`config.mk`:
```
export PLATFORM = sky130hd
export DESIGN_NAME = polyphonic_phase_accumulator_synth_core_flat
export DESIGN_NICKNAME = d
export VERILOG_FILES = /design/src/rtl/core/ppa_pkg.sv /design/src/rtl/core/ppa_if.sv /design/src/rtl/core/polyphonic_phase_accumulator_synth_core.sv /design/src/rtl/core/ppa_dp.sv /design/src/rtl/core/ppa_ctrl.sv /design/src/flat_wrapper.sv
export VERILOG_INCLUDE_DIRS = /design/src /design/src/rtl/core
export SDC_FILE = /design/constraint.sdc
export NUM_CORES = 2
export LEC_CHECK = 0
export ABC_AREA = 0
export BUFFER_PORTS_ARGS = -buffer_cell sky130_fd_sc_hd__buf_2
export CORE_ASPECT_RATIO = 0.8
export CORE_MARGIN = 5
export CORE_UTILIZATION = 37
export CTS_BUF_LIST = sky130_fd_sc_hd__clkbuf_16
export DETAILED_ROUTE_END_ITERATION = 6
export PLACE_DENSITY = 0.61
export RECOVER_POWER = 50
export SLEW_MARGIN = 20
export SYNTH_ARGS = -nofsm -noshare
export SYNTH_HDL_FRONTEND = slang
export SYNTH_SLANG_ARGS = --single-unit
```
`constraint.sdc`:
```
create_clock -name clk_i -period 9.4 [get_ports clk_i]
set_input_delay 1.88 -clock clk_i [delete_from_list [all_inputs] [get_ports clk_i]]
set_output_delay 1.88 -clock clk_i [all_outputs]
set_load 0.01 [all_outputs]
```
`src/rtl/core/polyphonic_phase_accumulator_synth_core_macros.svh`:
```
// assertion helpers, sampled on clk_i and quiet while rst_ni is low
`ifndef POLYPHONIC_PHASE_ACCUMULATOR_SYNTH_CORE_MACROS_SVH
`define POLYPHONIC_PHASE_ACCUMULATOR_SYNTH_CORE_MACROS_SVH

// same-cycle implication
`define PPA_ASSERT_IMP(lbl, ante, cons, msg) \
  lbl: assert property (@(posedge clk_i) disable iff (!rst_ni) (ante) |-> (cons)) \
    else $error(msg);

// next-cycle implication
`define PPA_ASSERT_NXT(lbl, ante, cons, msg) \
  lbl: assert property (@(posedge clk_i) disable iff (!rst_ni) (ante) |=> (cons)) \
    else $error(msg);

`endif

```
`src/rtl/core/ppa_pkg.sv`:
```
package ppa_pkg;

  localparam int VOICES     = 12;
  localparam int KEYS       = 12;
  localparam int ECHO_DEPTH = 45;
  localparam int TAP_A      = 44;
  localparam int TAP_B      = 34;
  localparam int TAP_C      = 19;
  localparam int CFG_W      = 5;
  localparam int CFG_IDX_W  = 3;

  localparam logic [17:0] PHASE_GAIN = 18'd195225;
  localparam logic [31:0] RECIP_10   = 32'hCCCCCCCD;
  localparam logic [16:0] GAIN_A     = 17'd45875;
  localparam logic [16:0] GAIN_B     = 17'd32768;
  localparam logic [16:0] GAIN_C     = 17'd13107;
  localparam logic [3:0]  MAX_ROW    = 4'd9;
  localparam logic [4:0]  MAX_VOL    = 5'd16;

  localparam logic FUNC_TICK = 1'b0;
  localparam logic FUNC_KEYS = 1'b1;

  typedef enum logic [2:0] {
    CFG_VOLUME,
    CFG_OCTAVE,
    CFG_SHAPE,
    CFG_FILTER,
    CFG_CUTOFF,
    CFG_ECHO
  } cfg_idx_e;

  typedef enum logic [1:0] {
    WAVE_SAW,
    WAVE_TRI,
    WAVE_SQUARE
  } wave_e;

  typedef enum logic [1:0] {
    FILT_NONE,
    FILT_LOW,
    FILT_HIGH
  } filt_e;

  typedef struct packed {
    logic       load_mask;
    logic       scan_valid;
    logic [3:0] scan_idx;
    logic       start_tick;
    logic       issue_valid;
    logic [3:0] issue_idx;
    logic       shape_en;
    logic       echo_en;
    logic       load_out;
  } cmd_t;

  typedef struct packed {
    logic       func;
    logic       keys_differ;
    logic       shape_unused;
    logic [3:0] voice_count;
    logic       mask_bit;
    logic       pipe_busy;
    logic       out_free;
  } status_t;

  function automatic logic [8:0] note_step(input logic [3:0] key);
    logic [8:0] r;
    case (key)
      4'd0:    r = 9'd262;
      4'd1:    r = 9'd277;
      4'd2:    r = 9'd294;
      4'd3:    r = 9'd311;
      4'd4:    r = 9'd330;
      4'd5:    r = 9'd349;
      4'd6:    r = 9'd370;
      4'd7:    r = 9'd392;
      4'd8:    r = 9'd415;
      4'd9:    r = 9'd440;
      4'd10:   r = 9'd466;
      4'd11:   r = 9'd494;
      default: r = 9'd0;
    endcase
    return r;
  endfunction

  function automatic logic [3:0] clamp_weight(input logic signed [5:0] w);
    logic [3:0] r;
    if (w < 6'sd1) begin
      r = 4'd1;
    end else if (w > 6'sd10) begin
      r = 4'd10;
    end else begin
      r = w[3:0];
    end
    return r;
  endfunction

  // low-pass row r rolls off above key 8 - r
  function automatic logic [3:0] lp_weight(input logic [3:0] row, input logic [3:0] key);
    logic signed [5:0] w;
    w = 6'sd18 - $signed({2'b00, row}) - $signed({2'b00, key});
    return clamp_weight(w);
  endfunction

  function automatic logic [3:0] hp_weight(input logic [3:0] row, input logic [3:0] key);
    logic signed [5:0] w;
    w = 6'sd7 - $signed({2'b00, row}) + $signed({2'b00, key});
    return clamp_weight(w);
  endfunction

endpackage

```
`src/rtl/core/ppa_if.sv`:
```
interface ppa_in_if;
  logic        valid;
  logic        ready;
  logic        func;
  logic [11:0] keys_n;

  modport source (output valid, output func, output keys_n, input ready);
  modport sink   (input valid, input func, input keys_n, output ready);
endinterface

interface ppa_out_if;
  logic               valid;
  logic               ready;
  logic signed [14:0] sample_out;

  modport source (output valid, output sample_out, input ready);
  modport sink   (input valid, input sample_out, output ready);
endinterface

```
`src/rtl/core/polyphonic_phase_accumulator_synth_core.sv`:
```
// Polyphonic phase-accumulator synthesizer core.
// in_if carries one beat per item: func low is a sample tick, func high a key mask
// update with keys_n active low. out_if returns one sample_out beat per tick that runs.
// cfg_we_i/cfg_idx_i/cfg_data_i write the six settings registers; write only while idle.
// A key update whose mask differs from the last one rebuilds the voice list, one scan
// step per key; an unchanged mask is taken without a scan.
// A tick walks its N listed voices through the voice pipe (step multiply, divide-by-ten
// multiply, phase add), issuing one voice per cycle, then through shaping, the echo
// multiplies and the final mix; a tick taken while shape holds the unused code does not run.
// One item is worked at a time; ready is high only between items.
// The result sits in an output register; a stalled receiver holds the block in
// its last step until the register frees, while the waiting beat stays stable.
// Reset clears phases, the echo line, the key history and loads default settings.
module polyphonic_phase_accumulator_synth_core (
  input  logic                          clk_i,
  input  logic                          rst_ni,
  ppa_in_if.sink                        in_if,
  ppa_out_if.source                     out_if,
  input  logic                          cfg_we_i,
  input  logic [ppa_pkg::CFG_IDX_W-1:0] cfg_idx_i,
  input  logic [ppa_pkg::CFG_W-1:0]     cfg_data_i
);
  import ppa_pkg::*;

  cmd_t    cmd;
  status_t status;
  logic    in_ready;

  assign in_if.ready = in_ready;

  ppa_ctrl u_ctrl (
    .clk_i      (clk_i),
    .rst_ni     (rst_ni),
    .in_valid_i (in_if.valid),
    .in_ready_o (in_ready),
    .status_i   (status),
    .cmd_o      (cmd)
  );

  ppa_dp u_dp (
    .clk_i        (clk_i),
    .rst_ni       (rst_ni),
    .cfg_we_i     (cfg_we_i),
    .cfg_idx_i    (cfg_idx_i),
    .cfg_data_i   (cfg_data_i),
    .func_i       (in_if.func),
    .keys_n_i     (in_if.keys_n),
    .cmd_i        (cmd),
    .status_o     (status),
    .out_valid_o  (out_if.valid),
    .out_ready_i  (out_if.ready),
    .sample_out_o (out_if.sample_out)
  );

endmodule

```
`src/rtl/core/ppa_dp.sv`:
```
module ppa_dp (
  input  logic                        clk_i,
  input  logic                        rst_ni,
  input  logic                        cfg_we_i,
  input  logic [ppa_pkg::CFG_IDX_W-1:0] cfg_idx_i,
  input  logic [ppa_pkg::CFG_W-1:0]   cfg_data_i,
  input  logic                        func_i,
  input  logic [11:0]                 keys_n_i,
  input  ppa_pkg::cmd_t               cmd_i,
  output ppa_pkg::status_t            status_o,
  output logic                        out_valid_o,
  input  logic                        out_ready_i,
  output logic signed [14:0]          sample_out_o
);
  import ppa_pkg::*;

  logic [4:0] vol_q;
  logic [3:0] oct_q;
  logic [1:0] shape_q;
  logic [1:0] filt_q;
  logic [3:0] cutoff_q;
  logic       echo_q;

  logic [11:0] last_keys_q;
  logic [11:0] mask_q;
  logic [3:0]  count_q;
  logic [3:0]  voice_key_q [VOICES];
  logic [31:0] phase_q [VOICES];

  logic        s1_vld_q, s2_vld_q;
  logic [3:0]  s1_idx_q, s2_idx_q;
  logic [3:0]  s1_key_q;
  logic [31:0] s1_inc_q, s2_inc_q;
  logic [3:0]  s2_w_q;
  logic        s2_filt_q;

  logic signed [11:0] sum_q;
  logic signed [15:0] y_q;
  logic signed [15:0] echo_line_q [ECHO_DEPTH];
  logic signed [33:0] pa_q, pb_q, pc_q;
  logic signed [14:0] out_q;
  logic               out_valid_q;

  // voice pipe, first stage
  logic [3:0]  key1;
  logic [19:0] base1, step1;
  logic [37:0] prod1;

  always_comb begin
    key1  = voice_key_q[cmd_i.issue_idx];
    base1 = 20'(note_step(key1));
    if (oct_q < 4'd4) begin
      step1 = base1 >> (4'd4 - oct_q);
    end else begin
      step1 = base1 << (oct_q - 4'd4);
    end
    prod1 = 38'(step1) * 38'(PHASE_GAIN);
  end

  // second stage: divide by ten through the reciprocal
  logic [63:0] prod2;
  logic [3:0]  row2;
  logic [3:0]  w2;

  always_comb begin
    prod2 = 64'(s1_inc_q) * 64'(RECIP_10);
    row2  = (cutoff_q > MAX_ROW) ? MAX_ROW : cutoff_q;
    w2    = (filt_q == 2'(FILT_LOW)) ? lp_weight(row2, s1_key_q) : hp_weight(row2, s1_key_q);
  end

  // third stage: phase update and sum
  logic [35:0] prod3;
  logic [31:0] inc3, phase3;
  logic signed [11:0] sum3;

  always_comb begin
    prod3  = 36'(s2_inc_q) * 36'(s2_w_q);
    inc3   = s2_filt_q ? prod3[31:0] : s2_inc_q;
    phase3 = phase_q[s2_idx_q] + inc3;
    sum3   = sum_q + {{4{phase3[31]}}, phase3[31:24]};
  end

  // shaping
  logic [4:0]         vol_c;
  logic [3:0]         shamt;
  logic signed [11:0] scaled;
  logic signed [15:0] sc16, y_c;
  localparam logic signed [15:0] SQ_HI = 16'sd127;
  localparam logic signed [15:0] SQ_LO = -16'sd128;

  always_comb begin
    vol_c  = (vol_q > MAX_VOL) ? MAX_VOL : vol_q;
    shamt  = 4'd8 - vol_c[4:1];
    scaled = sum_q >>> shamt;
    sc16   = {{4{scaled[11]}}, scaled};
    case (wave_e'(shape_q))
      WAVE_TRI: begin
        y_c = (sum_q < 0) ? 16'sd128 + (sc16 <<< 2) : 16'sd127 - (sc16 <<< 2);
      end
      WAVE_SQUARE: begin
        y_c = (scaled > 0) ? (SQ_HI >>> shamt) : (SQ_LO >>> shamt);
      end
      default: begin
        y_c = sc16;
      end
    endcase
  end

  // echo mix, truncated toward zero
  logic signed [33:0] pa_c, pb_c, pc_c, acc;
  logic signed [17:0] quot;
  logic signed [15:0] y_e, y_o;

  always_comb begin
    pa_c = echo_line_q[TAP_A-1] * $signed({1'b0, GAIN_A});
    pb_c = echo_line_q[TAP_B-1] * $signed({1'b0, GAIN_B});
    pc_c = echo_line_q[TAP_C-1] * $signed({1'b0, GAIN_C});
    acc  = $signed({{2{y_q[15]}}, y_q, 16'b0}) + pa_q + pb_q + pc_q;
    quot = acc[33:16];
    if (acc[33] && (acc[15:0] != 16'd0)) begin
      quot = quot + 18'sd1;
    end
    y_e = echo_q ? quot[15:0] : y_q;
    y_o = (shape_q != 2'(WAVE_TRI)) ? y_e + 16'sd128 : y_e;
  end

  always_ff @(posedge clk_i or negedge rst_ni) begin
    if (!rst_ni) begin
      vol_q       <= 5'd12;
      oct_q       <= 4'd4;
      shape_q     <= 2'(WAVE_SAW);
      filt_q      <= 2'(FILT_NONE);
      cutoff_q    <= 4'd0;
      echo_q      <= 1'b0;
      last_keys_q <= 12'hFFF;
      count_q     <= 4'd0;
      s1_vld_q    <= 1'b0;
      s2_vld_q    <= 1'b0;
      out_valid_q <= 1'b0;
      for (int i = 0; i < VOICES; i++) begin
        phase_q[i] <= 32'd0;
      end
      for (int i = 0; i < ECHO_DEPTH; i++) begin
        echo_line_q[i] <= 16'sd0;
      end
    end else begin
      if (cfg_we_i) begin
        case (cfg_idx_e'(cfg_idx_i))
          CFG_VOLUME: vol_q    <= cfg_data_i;
          CFG_OCTAVE: oct_q    <= cfg_data_i[3:0];
          CFG_SHAPE:  shape_q  <= cfg_data_i[1:0];
          CFG_FILTER: filt_q   <= cfg_data_i[1:0];
          CFG_CUTOFF: cutoff_q <= cfg_data_i[3:0];
          CFG_ECHO:   echo_q   <= cfg_data_i[0];
          default: ;
        endcase
      end
      if (cmd_i.load_mask) begin
        last_keys_q <= keys_n_i;
        count_q     <= 4'd0;
      end else if (cmd_i.scan_valid && !status_o.mask_bit && (count_q < 4'(VOICES))) begin
        count_q <= count_q + 4'd1;
      end
      s1_vld_q <= cmd_i.issue_valid;
      s2_vld_q <= s1_vld_q;
      if (s2_vld_q) begin
        phase_q[s2_idx_q] <= phase3;
      end
      if (cmd_i.echo_en && echo_q) begin
        echo_line_q[0] <= y_q;
        for (int i = 1; i < ECHO_DEPTH; i++) begin
          echo_line_q[i] <= echo_line_q[i-1];
        end
      end
      if (cmd_i.load_out) begin
        out_valid_q <= 1'b1;
      end else if (out_ready_i) begin
        out_valid_q <= 1'b0;
      end
    end
  end

  always_ff @(posedge clk_i) begin
    if (cmd_i.load_mask) begin
      mask_q <= keys_n_i;
    end
    if (cmd_i.scan_valid && !status_o.mask_bit && (count_q < 4'(VOICES))) begin
      voice_key_q[count_q] <= cmd_i.scan_idx;
    end
    s1_idx_q <= cmd_i.issue_idx;
    s1_key_q <= key1;
    s1_inc_q <= prod1[31:0];
    s2_idx_q <= s1_idx_q;
    if ((filt_q == 2'(FILT_LOW)) || (filt_q == 2'(FILT_HIGH))) begin
      s2_inc_q  <= {3'b000, prod2[63:35]};
      s2_filt_q <= 1'b1;
    end else begin
      s2_inc_q  <= s1_inc_q;
      s2_filt_q <= 1'b0;
    end
    s2_w_q <= w2;
    if (cmd_i.start_tick) begin
      sum_q <= 12'sd0;
    end else if (s2_vld_q) begin
      sum_q <= sum3;
    end
    if (cmd_i.shape_en) begin
      y_q <= y_c;
    end
    if (cmd_i.echo_en) begin
      pa_q <= pa_c;
      pb_q <= pb_c;
      pc_q <= pc_c;
    end
    if (cmd_i.load_out) begin
      out_q <= y_o[14:0];
    end
  end

  always_comb begin
    status_o.func         = func_i;
    status_o.keys_differ  = keys_n_i != last_keys_q;
    status_o.shape_unused = shape_q > 2'(WAVE_SQUARE);
    status_o.voice_count  = count_q;
    status_o.mask_bit     = mask_q[cmd_i.scan_idx];
    status_o.pipe_busy    = s1_vld_q || s2_vld_q;
    status_o.out_free     = !out_valid_q || out_ready_i;
  end

  assign out_valid_o  = out_valid_q;
  assign sample_out_o = out_q;

endmodule

```
`src/rtl/core/ppa_ctrl.sv`:
```
module ppa_ctrl (
  input  logic              clk_i,
  input  logic              rst_ni,
  input  logic              in_valid_i,
  output logic              in_ready_o,
  input  ppa_pkg::status_t  status_i,
  output ppa_pkg::cmd_t     cmd_o
);
  import ppa_pkg::*;
  `include "polyphonic_phase_accumulator_synth_core_macros.svh"

  typedef enum logic [2:0] {
    ST_IDLE,
    ST_SCAN,
    ST_RUN,
    ST_DRAIN,
    ST_SHAPE,
    ST_ECHO,
    ST_FINAL
  } state_e;

  state_e     state_q;
  logic [3:0] scan_q;
  logic [3:0] issue_q;
  logic       accept;

  assign in_ready_o = state_q == ST_IDLE;
  assign accept     = in_valid_i && in_ready_o;

  always_comb begin
    cmd_o             = '0;
    cmd_o.scan_idx    = scan_q;
    cmd_o.issue_idx   = issue_q;
    cmd_o.load_mask   = accept && (status_i.func == FUNC_KEYS) && status_i.keys_differ;
    cmd_o.start_tick  = accept && (status_i.func == FUNC_TICK) && !status_i.shape_unused;
    cmd_o.scan_valid  = state_q == ST_SCAN;
    cmd_o.issue_valid = (state_q == ST_RUN) && (issue_q < status_i.voice_count);
    cmd_o.shape_en    = state_q == ST_SHAPE;
    cmd_o.echo_en     = state_q == ST_ECHO;
    cmd_o.load_out    = (state_q == ST_FINAL) && status_i.out_free;
  end

  always_ff @(posedge clk_i or negedge rst_ni) begin
    if (!rst_ni) begin
      state_q <= ST_IDLE;
      scan_q  <= 4'd0;
      issue_q <= 4'd0;
    end else begin
      case (state_q)
        ST_IDLE: begin
          scan_q  <= 4'd0;
          issue_q <= 4'd0;
          if (cmd_o.load_mask) begin
            state_q <= ST_SCAN;
          end else if (cmd_o.start_tick) begin
            state_q <= ST_RUN;
          end
        end
        ST_SCAN: begin
          if (scan_q == 4'(KEYS - 1)) begin
            state_q <= ST_IDLE;
          end else begin
            scan_q <= scan_q + 4'd1;
          end
        end
        ST_RUN: begin
          if (cmd_o.issue_valid) begin
            issue_q <= issue_q + 4'd1;
          end else begin
            state_q <= ST_DRAIN;
          end
        end
        ST_DRAIN: begin
          if (!status_i.pipe_busy) begin
            state_q <= ST_SHAPE;
          end
        end
        ST_SHAPE: begin
          state_q <= ST_ECHO;
        end
        ST_ECHO: begin
          state_q <= ST_FINAL;
        end
        ST_FINAL: begin
          if (status_i.out_free) begin
            state_q <= ST_IDLE;
          end
        end
        default: begin
          state_q <= ST_IDLE;
        end
      endcase
    end
  end

  `PPA_ASSERT_IMP(a_issue_range, cmd_o.issue_valid, cmd_o.issue_idx < status_i.voice_count, "voice issued beyond list")
  `PPA_ASSERT_IMP(a_shape_after_drain, state_q == ST_SHAPE, !status_i.pipe_busy, "shaping with voices in flight")
  `PPA_ASSERT_IMP(a_load_when_free, cmd_o.load_out, status_i.out_free, "output register overwritten")
  `PPA_ASSERT_NXT(a_tick_runs, cmd_o.start_tick, state_q == ST_RUN && issue_q == 4'd0, "tick did not start voice walk")

endmodule

```
`src/flat_wrapper.sv`:
```
// flat-port wrapper written by rule: the top's interface ports become plain ports
module polyphonic_phase_accumulator_synth_core_flat import ppa_pkg::*;
  (clk_i, rst_ni, cfg_we_i, cfg_idx_i, cfg_data_i, in_if_valid, in_if_func, in_if_keys_n, in_if_ready, out_if_valid, out_if_sample_out, out_if_ready);
  ppa_in_if in_if_i ();
  ppa_out_if out_if_i ();
  input  logic clk_i;
  input  logic rst_ni;
  input  logic cfg_we_i;
  input  logic [ppa_pkg::CFG_IDX_W-1:0] cfg_idx_i;
  input  logic [ppa_pkg::CFG_W-1:0] cfg_data_i;
  input wire logic [$bits(in_if_i.valid)-1:0] in_if_valid;
  input wire logic [$bits(in_if_i.func)-1:0] in_if_func;
  input wire logic [$bits(in_if_i.keys_n)-1:0] in_if_keys_n;
  output wire logic [$bits(in_if_i.ready)-1:0] in_if_ready;
  output wire logic [$bits(out_if_i.valid)-1:0] out_if_valid;
  output wire logic [$bits(out_if_i.sample_out)-1:0] out_if_sample_out;
  input wire logic [$bits(out_if_i.ready)-1:0] out_if_ready;
  assign in_if_i.valid = in_if_valid;
  assign in_if_i.func = in_if_func;
  assign in_if_i.keys_n = in_if_keys_n;
  assign in_if_ready = in_if_i.ready;
  assign out_if_valid = out_if_i.valid;
  assign out_if_sample_out = out_if_i.sample_out;
  assign out_if_i.ready = out_if_ready;
  polyphonic_phase_accumulator_synth_core u_core (.clk_i(clk_i), .rst_ni(rst_ni), .in_if(in_if_i), .out_if(out_if_i), .cfg_we_i(cfg_we_i), .cfg_idx_i(cfg_idx_i), .cfg_data_i(cfg_data_i));
endmodule
```
==> impl_metrics.tcl <==
set metrics [dict create \
    outcome "complete, but fails checks" \
    violations "capacitance limit, slew limit" \
    final_common_cell "inv_1" \
    hold_violations 0 \
    die_x_um 574 \
    cp_top_family "adder cells" \
    top_layer_used "met4" \
    synth.top_cell.area_share_pct 28.6 \
    rsz0062_at_grt "false" \
    rr_endpoint "u_core.u_dp.s2_inc_q[28]$_DFF_P_" \
    synth_top_area_cell "dfrtp_1" \
    worstPathRequired_ns 9.98 \
    min-delay-start "u_core.u_dp.s1_idx_q[0]$_DFF_P_" \
    initial_utilization_pct 37.2 \
    maxSlewViolCount 1541 \
    ys_top_cells_by_area "dfrtp_1 29%, fa_1 17%, ha_1 11%" \
    final_antenna_net_count 0 \
    layout_common_cells "1340 x inv_1, 1075 x dfrtp_1, 884 x mux2_2" \
    dp.cells 11300 \
    fin_crit_sh_pct 96.5 \
    drc_errors 0 \
    routed_wl_mm 214 \
    wl_met1_mm 100 \
    cts_sinks 1353 \
    coreArea_mm2 0.253 \
    r2r_cells 29 \
    yosys.cell_types.count 100 \
    fin_setup_tns_ns 0 \
    nets 9836 \
    antenna_found_initial 12 \
    start_kind "flip-flop" \
    finalSetupViolCount 0 \
    grt_pass1_vias 61200 \
    crit_top_cell "fa_1" \
    crit_path_max_incr_delay_ns 0.69 \
    cap_violations 26 \
    cts_buffers 147 \
    fmax_mhz 110 \
    synth.area.mux_share_pct 14.1 \
    r2r_slack_ns 0.33 \
    synth_ff_type "dfrtp_1" \
    overflow 0 \
    end_kind "flip-flop" \
    die-height_um 461 \
    drive_above_1_share_pct 17.6 \
    min_path_type "reg2reg" \
    route.vias.total 58000 \
    die-area_mm2 0.264 \
    route.met3.wl_mm 11.9 \
    cts_tree "built" \
    clk_pin_slew_ns 0.06 \
    cp_max_fo 6 \
    hold_buffers 0 \
    core.rowCount 165 \
    grt_pass1_wl_mm 344 \
    syn-cell-area_mm2 0.0940 \
    critical_path_class "reg2reg" \
    async_flop_share_pct 80.6 \
    clkLatencyLatePin_ns 0.80 \
    hpwl_mm 162 \
    place.gp.congestion 0.920 \
    ff_latch_area_mm2 0.0343 \
    rr_startpoint "u_core.u_dp.s1_inc_q[12]$_DFF_P_" \
    synth-seq-cells 1353 \
    cp_slowest_cell "or4_1" \
    final_cells 11600 \
    htreeDepth 4 \
    cts_root_buf "clkbuf_16" \
    nFillCells 23900 \
    port_buffers 42 \
    finalCriticalPeriod_ns 9.07 \
    clockBufferDepth 4 \
    multi_input_area_mm2 0.0538 \
    synth_top_family_by_area "adder cells" \
    grt_max_degree 202 \
    clock_skew_ns 0.0852 \
    synth-edff-count 169 \
    cp.arrival_ns 9.65 \
    mappedNetlistNets 9769 \
    pin_count 43 \
    post_synth.cell_area_avg_um2 11.6 \
    worst_pin_slew_ns 4.92 \
    wl_per_cell_um 18.4 \
    area_delta_synth_final_pct 9.71 \
    synth_fa_ha_area_share_pct 28.4 \
    maxSlewHeadroom_pct -228 \
    routed_via_density 5.00 \
    yosys_warnings 0 \
    dr.pass1.iters 6 \
    seq_area_frac_synth_pct 36.4 \
    syn-instance-count 8086 \
    min_path_cells 0 \
    drtIter0Drc 3511 \
    path_buf_inv 7 \
    hold-path-endpoint "u_core.u_dp.s2_idx_q[0]$_DFF_P_" \
    synth_compound_area_share_pct 6.35 \
    dr_wl_met2_mm 95.7 \
    grt.total_usage_pct 16.3 \
    synth_simple_gate_area_share_pct 5.83 \
    synth_xor_area_share_pct 2.45 \
]
cell usage after synthesis (all sizes together), types with 13 or more instances:
master and count:
mux4 113, a21o 74, buf 42, o21ai 400, nand4 20, and3 24
nor2b 40, o22ai 16, nand2 498, nand3 74, nand2b 42, fa 795
a21oi 212, xnor2 192, or3 21, mux2i 75, nor2 192, dfstp 15
edfxtp 169, a31oi 22, or2 23, nor3 76, o31ai 24, o211ai 18
and2 101, dfrtp 1076, a211oi 35, o21bai 30, inv 1314, o21a 27
xor2 71, clkbuf 239, mux2 885, a22oi 13, ha 862, dfxtp 93
cells by family (layout without fill, tap and decap cells):
logic type / Yosys count / after routing
flops: 1353 / 1353
compound gates: 977 / 977
simple gates: 1162 / 1162
other cells: 0 / 6
buf+inv: 1601 / 1771
mux: 1073 / 1073
xor+xnor: 263 / 263
fa+ha+maj: 1657 / 1657
stage by stage:
step / hold slack, ns / setup WS (ns) / utilization, % / cell area, µm²
after CTS: 0.328 / 0.0162 / 40.9 / 103000
after floorplan: 0.310 / 0.525 / - / 94000
after global placement: 0.313 / 0.312 / 39.0 / 98700
after detailed placement: 0.315 / 0.0598 / 39.0 / 98700
final: 0.326 / 0.329 / 40.8 / 103000
after global routing: 0.332 / 0.0127 / 40.8 / 103000
flip-flops by register name, summed over array words and instances (netlist names), 15 cells and up:
signal and count:
u_core.u_dp.pc_q 31, u_core.u_dp.echo_line_q 660, u_core.u_dp.pa_q 33, u_core.u_dp.pb_q 15
u_core.u_dp.y_q 15, u_core.u_dp.voice_key_q 48, u_core.u_dp.s1_inc_q 32, u_core.u_dp.sample_out_o 15
u_core.u_dp.s2_inc_q 32, u_core.u_dp.phase_q 384
how the worst max path moves through the flow:
stage                                                     from                                 end  depth (start not counted)
after floorplan                  u_core.u_dp.s2_w_q[2]$_DFF_P_  u_core.u_dp.sum_q[11]$_SDFFE_PP0P_                         45
after global placement    u_core.u_ctrl.issue_q[0]$_DFFE_PN0P_    u_core.u_dp.s1_inc_q[30]$_DFF_P_                         29
after detailed placement  u_core.u_ctrl.issue_q[0]$_DFFE_PN0P_    u_core.u_dp.s1_inc_q[28]$_DFF_P_                         32
after CTS                 u_core.u_ctrl.issue_q[0]$_DFFE_PN0P_    u_core.u_dp.s1_inc_q[31]$_DFF_P_                         30
after global routing          u_core.u_dp.s1_inc_q[10]$_DFF_P_    u_core.u_dp.s2_inc_q[28]$_DFF_P_                         29
final                         u_core.u_dp.s1_inc_q[12]$_DFF_P_    u_core.u_dp.s2_inc_q[28]$_DFF_P_                         29
per-layer routing:
metal / vias up / GRT usage, %
met5: - / 0
met4: 0 / 4.57
met3: 300 / 3.00
met2: 1249 / 25.4
met1: 29300 / 23.2
li1: 27100 / -
final cells by class:
type	count	share of cell area, %
Clock inverter	100	0.735
Inverter	1320	4.80
Antenna cell	6	0.0146
Sequential cell	1353	33.2
Timing Repair Buffer	199	1.28
Multi-Input combinational cell	5132	52.2
Clock buffer	152	3.69
Tap cell	3340	4.05
timing repair:
item | CTS | global route
resized for setup | 1 | 15
pin swaps | 0 | 3
setup endpoints to repair | 2 | 7
setup buffers | 0 | 6
Power is not shown: default switching activity piles up to over one toggle a cycle in this logic, so the estimate is an artifact.
